==> config.mk <==
export PLATFORM = sky130hd
export DESIGN_NAME = shortest_remaining_time_scheduler_flat
export DESIGN_NICKNAME = d
export VERILOG_FILES = /design/src/design/srtf_pkg.sv /design/src/design/srtf_cmd_if.sv /design/src/design/srtf_ram.sv /design/src/design/shortest_remaining_time_scheduler.sv /design/src/flat_wrapper.sv
export SDC_FILE = /design/constraint.sdc
export NUM_CORES = 1
export LEC_CHECK = 0
export BUFFER_PORTS_ARGS = -buffer_cell sky130_fd_sc_hd__buf_4
export CORE_AREA = 2 2 322 324
export DETAILED_ROUTE_END_ITERATION = 10
export DIE_AREA = 0 0 324 326
export MAX_ROUTING_LAYER = met4
export PLACE_DENSITY_LB_ADDON = 0.12
export SYNTH_ARGS = -nofsm -noshare
export SYNTH_HDL_FRONTEND = slang
export SYNTH_SLANG_ARGS = --single-unit
==> constraint.sdc <==
create_clock -name clk -period 5.5 [get_ports clk]
set_input_delay 0.55 -clock clk [delete_from_list [all_inputs] [get_ports clk]]
set_output_delay 0.55 -clock clk [all_outputs]
set_load 0.02 [all_outputs]
==> src/design/srtf_pkg.sv <==
// Shared types and constants for the shortest-remaining-time scheduler.
package srtf_pkg;

  localparam int unsigned TIME_W = 16;
  localparam int unsigned SLOT_W = 4;

  typedef logic [TIME_W-1:0] time_t;
  typedef logic [SLOT_W-1:0] slot_t;

  typedef enum logic {
    OP_LOAD = 1'b0,
    OP_TICK = 1'b1
  } op_t;

  typedef struct packed {
    time_t arrival;
    time_t remaining;
  } entry_t;

  typedef enum logic [1:0] {
    ST_IDLE,
    ST_SCAN,
    ST_LAST,
    ST_UPDATE
  } state_t;

endpackage

==> src/design/srtf_cmd_if.sv <==
// Command and result channel interfaces for the scheduler.
interface srtf_cmd_if;
  import srtf_pkg::*;
  logic  valid;
  logic  ready;
  op_t   operation;
  slot_t slot;
  time_t arrival_time;
  time_t service_time;
  modport source (output valid, operation, slot, arrival_time, service_time, input ready);
  modport sink (input valid, operation, slot, arrival_time, service_time, output ready);
endinterface

interface srtf_res_if;
  import srtf_pkg::*;
  logic  valid;
  logic  ready;
  time_t tick_time;
  slot_t chosen_slot;
  logic  idle;
  logic  finished;
  modport source (output valid, tick_time, chosen_slot, idle, finished, input ready);
  modport sink (input valid, tick_time, chosen_slot, idle, finished, output ready);
endinterface

==> src/design/srtf_ram.sv <==
// Generic single-write, single-read RAM with registered read data.
module srtf_ram #(
  parameter int unsigned WIDTH = 32,
  parameter int unsigned DEPTH = 16
) (
  input  logic                     clk,
  input  logic                     wr_en,
  input  logic [$clog2(DEPTH)-1:0] wr_addr,
  input  logic [WIDTH-1:0]         wr_data,
  input  logic [$clog2(DEPTH)-1:0] rd_addr,
  output logic [WIDTH-1:0]         rd_data
);

  logic [WIDTH-1:0] mem [DEPTH];

  always_ff @(posedge clk) begin
    if (wr_en) begin
      mem[wr_addr] <= wr_data;
    end
    rd_data <= mem[rd_addr];
  end

endmodule

==> src/design/shortest_remaining_time_scheduler.sv <==
// Top level: preemptive shortest-remaining-time scheduler over a slot table.
//
//   channel  dir  transfer moves                                        results
//   cmd      in   operation, slot, arrival_time, service_time           -
//   res      out  tick_time, chosen_slot, idle, finished                1 per tick
//
// A load writes its slot directly and the block stays ready.
// After a tick transfer the block is busy: it starts the RAM read, compares one
// entry a cycle in the shared unit, then writes back. A new tick is taken only
// once the last one has finished and loaded its result into the result register.
// The result register holds until taken; a tick waits at its end while it is full.
// Reset empties all slots at once through per-slot valid bits and zeroes time.
module shortest_remaining_time_scheduler #(
  parameter int unsigned NUM_SLOTS = 16
) (
  input logic        clk,
  input logic        rst,
  srtf_cmd_if.sink   cmd,
  srtf_res_if.source res
);
  import srtf_pkg::*;

  localparam int unsigned IW = (NUM_SLOTS > 1) ? $clog2(NUM_SLOTS) : 1;

  state_t state, state_next;

  logic [NUM_SLOTS-1:0] vld;
  time_t   cur_time;
  logic [IW-1:0] idx;
  logic [IW-1:0] cmp_idx;
  logic          found;
  logic [IW-1:0] best_idx;
  entry_t        best;

  logic          wr_en;
  logic [IW-1:0] wr_addr;
  entry_t        wr_data;
  entry_t        rd_raw;
  entry_t        rd_ent;

  logic cmd_xfer;
  logic load_xfer;
  logic load_hit;
  logic tick_xfer;
  logic out_free;
  logic do_cmp;
  logic eligible;
  logic finish;

  srtf_ram #(
    .WIDTH($bits(entry_t)),
    .DEPTH(NUM_SLOTS)
  ) u_ram (
    .clk     (clk),
    .wr_en   (wr_en),
    .wr_addr (wr_addr),
    .wr_data (wr_data),
    .rd_addr (idx),
    .rd_data (rd_raw)
  );

  assign cmd.ready = (state == ST_IDLE);
  assign cmd_xfer  = cmd.valid && cmd.ready;
  assign load_xfer = cmd_xfer && (cmd.operation == OP_LOAD);
  assign tick_xfer = cmd_xfer && (cmd.operation == OP_TICK);
  assign load_hit  = load_xfer && (32'(cmd.slot) < NUM_SLOTS);
  assign out_free  = !res.valid || res.ready;
  assign finish    = (state == ST_UPDATE) && out_free;

  assign do_cmp   = (state == ST_LAST) || ((state == ST_SCAN) && (idx != '0));
  assign rd_ent   = vld[cmp_idx] ? rd_raw : '0;
  assign eligible = (rd_ent.remaining != '0) && (rd_ent.arrival <= cur_time);

  always_comb begin
    wr_en   = 1'b0;
    wr_addr = IW'(cmd.slot);
    wr_data = '{arrival: cmd.arrival_time, remaining: cmd.service_time};
    if (load_hit) begin
      wr_en = 1'b1;
    end else if (finish && found) begin
      wr_en   = 1'b1;
      wr_addr = best_idx;
      wr_data = '{arrival: best.arrival, remaining: best.remaining - 1'b1};
    end
  end

  always_comb begin
    state_next = state;
    case (state)
      ST_IDLE: begin
        if (tick_xfer) state_next = ST_SCAN;
      end
      ST_SCAN: begin
        if (idx == IW'(NUM_SLOTS - 1)) state_next = ST_LAST;
      end
      ST_LAST: state_next = ST_UPDATE;
      ST_UPDATE: begin
        if (out_free) state_next = ST_IDLE;
      end
      default: state_next = ST_IDLE;
    endcase
  end

  always_ff @(posedge clk) begin
    if (rst) begin
      state     <= ST_IDLE;
      vld       <= '0;
      cur_time  <= '0;
      res.valid <= 1'b0;
      idx       <= '0;
      found     <= 1'b0;
    end else begin
      state <= state_next;
      if (load_hit) begin
        vld[IW'(cmd.slot)] <= 1'b1;
      end
      if (tick_xfer) begin
        idx   <= '0;
        found <= 1'b0;
      end
      if (state == ST_SCAN && idx != IW'(NUM_SLOTS - 1)) begin
        idx <= idx + 1'b1;
      end
      if (do_cmp && eligible && (!found || rd_ent.remaining < best.remaining)) begin
        found <= 1'b1;
      end
      if (finish) begin
        res.valid <= 1'b1;
        cur_time  <= cur_time + 1'b1;
      end else if (res.valid && res.ready) begin
        res.valid <= 1'b0;
      end
    end
  end

  always_ff @(posedge clk) begin
    if (state == ST_SCAN) begin
      cmp_idx <= idx;
    end
    if (do_cmp && eligible && (!found || rd_ent.remaining < best.remaining)) begin
      best     <= rd_ent;
      best_idx <= cmp_idx;
    end
    if (finish) begin
      res.tick_time   <= cur_time;
      res.chosen_slot <= found ? SLOT_W'(best_idx) : '0;
      res.idle        <= !found;
      res.finished    <= found && (best.remaining == time_t'(1));
    end
  end

endmodule
==> src/flat_wrapper.sv <==
// flat-port wrapper written by rule: the top's interface ports become plain ports
module shortest_remaining_time_scheduler_flat import srtf_pkg::*;
#(
  parameter int unsigned NUM_SLOTS = 16
)
  (clk, rst, cmd_valid, cmd_operation, cmd_slot, cmd_arrival_time, cmd_service_time, cmd_ready, res_valid, res_tick_time, res_chosen_slot, res_idle, res_finished, res_ready);
  srtf_cmd_if cmd_i ();
  srtf_res_if res_i ();
  input logic clk;
  input logic rst;
  input wire logic [$bits(cmd_i.valid)-1:0] cmd_valid;
  input wire logic [$bits(cmd_i.operation)-1:0] cmd_operation;
  input wire logic [$bits(cmd_i.slot)-1:0] cmd_slot;
  input wire logic [$bits(cmd_i.arrival_time)-1:0] cmd_arrival_time;
  input wire logic [$bits(cmd_i.service_time)-1:0] cmd_service_time;
  output wire logic [$bits(cmd_i.ready)-1:0] cmd_ready;
  output wire logic [$bits(res_i.valid)-1:0] res_valid;
  output wire logic [$bits(res_i.tick_time)-1:0] res_tick_time;
  output wire logic [$bits(res_i.chosen_slot)-1:0] res_chosen_slot;
  output wire logic [$bits(res_i.idle)-1:0] res_idle;
  output wire logic [$bits(res_i.finished)-1:0] res_finished;
  input wire logic [$bits(res_i.ready)-1:0] res_ready;
  assign cmd_i.valid = cmd_valid;
  assign cmd_i.operation = cmd_operation;
  assign cmd_i.slot = cmd_slot;
  assign cmd_i.arrival_time = cmd_arrival_time;
  assign cmd_i.service_time = cmd_service_time;
  assign cmd_ready = cmd_i.ready;
  assign res_valid = res_i.valid;
  assign res_tick_time = res_i.tick_time;
  assign res_chosen_slot = res_i.chosen_slot;
  assign res_idle = res_i.idle;
  assign res_finished = res_i.finished;
  assign res_i.ready = res_ready;
  shortest_remaining_time_scheduler #(.NUM_SLOTS(NUM_SLOTS)) u_core (.clk(clk), .rst(rst), .cmd(cmd_i), .res(res_i));
endmodule
==> flow_summary.yaml <==
die:
  start_util_pct: 24.70
  die_height_um: 326
  core_area_um2: 102600
  io_pins: 65
  die_w_um: 324
  die-area_um2: 105600
  rows: 118
yosys:
  synthFlopType: "edfxtp_1"
  yosys-top-cells-area: "edfxtp_1, mux4_2, dfxtp_1, ha_1, nand2_1"
  syn_avg_cell_area_um2: 19.03
  yosysSeqAreaShare_pct: 73.70
  synth_top_area_share_pct: 68.01
  synth_nets: 1413
  yosysTopAreaCell: "edfxtp_1"
  ys_ff_latch: 646
  yosysWarnings: 0
  postSynth.asyncResetShare_pct: 0
  netlist_area_um2: 25340
  postSynthCellCount: 1332
  yosysMostFrequentCell: "edfxtp_1"
  ys_types: 50
  synth_common_cells: "edfxtp_1, mux4_2, nand2_1"
  synth_enable_flop_cells: 574
worst_hold_path:
  hold_class: "primary input to flip-flop"
cells_and_area:
  final_util_pct: 29.47
  layout-drive-gt1-share_pct: 27.28
  insertedDiodeCount: 0
  nets: 1541
  fillers: 10030
  fin_cells: 2901
  finalInstanceArea_um2: 30240
  area_growth_pct: 19.33
critical_path:
  critPathRequiredTime_ps: 5810
  path_cells: "mux4_2 > mux2_4 > nand2_1 > o21ai_2 > buf_4 > and2_1 > ha_1 > a211oi_1 > o21ai_0 > a221oi_1 > o2111a_1 > o2111a_2 > buf_12"
  r2r_slack_ps: 860
  cp_slowest_cell: "edfxtp_1"
  critical_path.max_fanout: 31
  worst_setup_path_start_kind: "flip-flop"
  endpoint_kind: "flip-flop"
  worstPathArrival_ps: 4950
  slowest_delay_ps: 570
  crit_type: "flip-flop to flip-flop"
  crit_buf_inv: 2
  cpLargestDelayFamily: "compound AO/OA/AOI/OAI gates"
power:
  total_power_mw: 12.13
  p_clk_share_pct: 40.4
  intPower_mw: 9.159
  power_density_nw_per_um2: 401.2
  power_frac_seq_pct: 46.8
  p_sw_share_pct: 24.51
  combPwrFrac_pct: 12.8
  p_switching_mw: 2.973
  p_leak_nw: 9.623
  vdd_ir_drop_max_v: 0.0002157
sta:
  fmax_mhz: 215.6
  tightest_slew_ps: 1194
  setup-violations-final: 0
  slew_headroom_pct: 20.22
  maxSlewViolCount: 0
  period_needed_ps: 4637
  setup_tns_ps: 0
  rsz0062_at_grt: "no"
  finalCritPeriodShare_pct: 84.31
  hold_slack_ps: 238.3
  setup_slack_ps: 862.8
  finalHoldViolations: 0
  skew_ps: 27.00
global_route:
  grt_pass1_wl_mm: 101.9
  antenna_found_initial: 2
  grt_usage_pct: 14.07
  grt_pass1_vias: 13465
  grt_start_max_net_pins: 134
  grt_overflow: 0
job:
  maxCapViolations: 0
route:
  route.met3.wl_mm: 2.631
  vias: 12779
  drc_errors: 0
  first_pass_iters: 5
  viasPerCell: 4.405
  drt_wl_total_mm: 71.07
  antenna_left: 0
  wire_per_inst_um: 24.50
  met2_length_mm: 33.47
  wl_met1_mm: 33.43
  drt_iter0_markers: 1124
  routed.top_layer: "met4"
clocking:
  clock-sinks: 646
  clockBufferDepth: 3
  clk-insertion-delay-late_ps: 630
  cts_tree: "built"
  post-cts-setup-buffer-count: 0
  cts_buffers: 75
  hold_buffers: 0
  ctsResizeCount: 0
  path_clk_slew_ps: 60
  root_buffer: "clkbuf_16"
  h-tree-depth: 3
placed_design:
  dp.cells: 2763
  pre_cts_ws_ps: 841.5
  dpl.hpwl_mm: 40.58
  gp_congestion: 0.7662
  placed_cell_area_um2: 27820
  portBuffers: 64
status:
  outcome: "completed"
[state kept, by name, summed over array words and instances, names as in the netlist, 2 cells and up]
register,count
u_core.vld,16
u_core.res.chosen_slot,4
u_core.cmp_idx,4
u_core.res.tick_time,16
u_core.best_idx,4
u_core.best,32
u_core.cur_time,16
u_core.u_ram.mem,512
u_core.u_ram.rd_data,32
u_core.idx,4
u_core.state,2
[worst reg2reg max path: stages, from the launching register on]
cell,delay [ps]
edfxtp_1,570
mux4_2,560
mux2_4,290
nand2_1,80
o21ai_2,60
buf_4,240
and2_1,220
ha_1,320
a211oi_1,250
o21ai_0,120
a221oi_1,530
o2111a_1,270
o2111a_2,560
buf_12,250
[layout make-up]
cell class / count / area [um2] / share of cell area, %
clock buffers: 99 / 2090 / 6.909
clock inverters: 39 / 335.3 / 1.109
inverters: 42 / 157.7 / 0.5213
multi-input cells: 587 / 6407 / 21.19
flip-flops and latches: 646 / 18690 / 61.80
well taps: 1380 / 1727 / 5.709
repair buffers: 108 / 835.8 / 2.764
[kinds of logic (layout without fill, tap and decap cells)]
| group | count (synthesis) | in the layout | synth area share [%] |
|---|---|---|---|
| flip-flops | 646 | 646 | 73.70 |
| AO/OA/AOI/OAI | 89 | 89 | 2.133 |
| XOR/XNOR | 28 | 28 | 0.9676 |
| multiplexers | 170 | 170 | 14.73 |
| buffers and inverters | 99 | 288 | 1.575 |
| AND/OR/NAND/NOR | 260 | 260 | 4.922 |
| adder cells (fa/ha/maj) | 40 | 40 | 1.975 |
[routing by layer]
| layer | up-vias | global-route usage, % |
|---|---|---|
| li1 | 5586 | - |
| met1 | 6823 | 19.36 |
| met2 | 270 | 21.63 |
| met3 | 100 | 1.971 |
| met4 | 0 | 4.116 |
| met5 | - | - |
[placed cells by master (no fill, tap or decap), types with 3 or more instances in the layout]
cell type	count
inv_1	42
nor3_1	8
nor4_1	6
nor2_4	16
clkbuf_16	77
mux4_2	162
and2_1	34
dfxtp_4	3
bufinv_16	4
nand4_1	11
clkbuf_1	14
mux2i_1	7
ha_1	40
xnor2_1	27
clkbuf_8	8
dfxtp_1	68
nor2b_1	5
and4_1	6
buf_4	106
nand2b_1	3
nand2_1	81
nor2_1	58
a211oi_1	5
o21ai_0	23
clkinv_1	8
a31oi_1	7
and3_1	9
edfxtp_1	574
clkinv_2	20
nand3_1	12
a21oi_1	32
a21o_1	4
[worst paths after layout]
kind                            cells after the start                                 end                        startpoint
worst max register to register                     13            u_core.best[4]$_DFFE_PP_       u_core.cmp_idx[0]$_DFFE_PP_
worst min-delay path                                3         u_core.vld[13]$_SDFFE_PP0P_                       cmd_slot[0]
worst max-delay path                               13            u_core.best[4]$_DFFE_PP_       u_core.cmp_idx[0]$_DFFE_PP_
worst min register to register                      0  u_core.res.tick_time[13]$_DFFE_PP_  u_core.cur_time[13]$_SDFFE_PP0P_
[power groups by stage]
| stage | sequential [mW] | combinational (mW) | clock (mW) |
|---|---|---|---|
| after floorplan | 5.67 | 1.19 | 0 |
| after global placement | 5.78 | 1.60 | 0 |
| after detailed placement | 5.78 | 1.60 | 0 |
| after CTS | 5.68 | 1.61 | 5.06 |
| after global routing | 5.70 | 1.71 | 5.25 |
| final | 5.67 | 1.56 | 4.90 |
No activity file was read; power rests on OpenSTA's default activity.
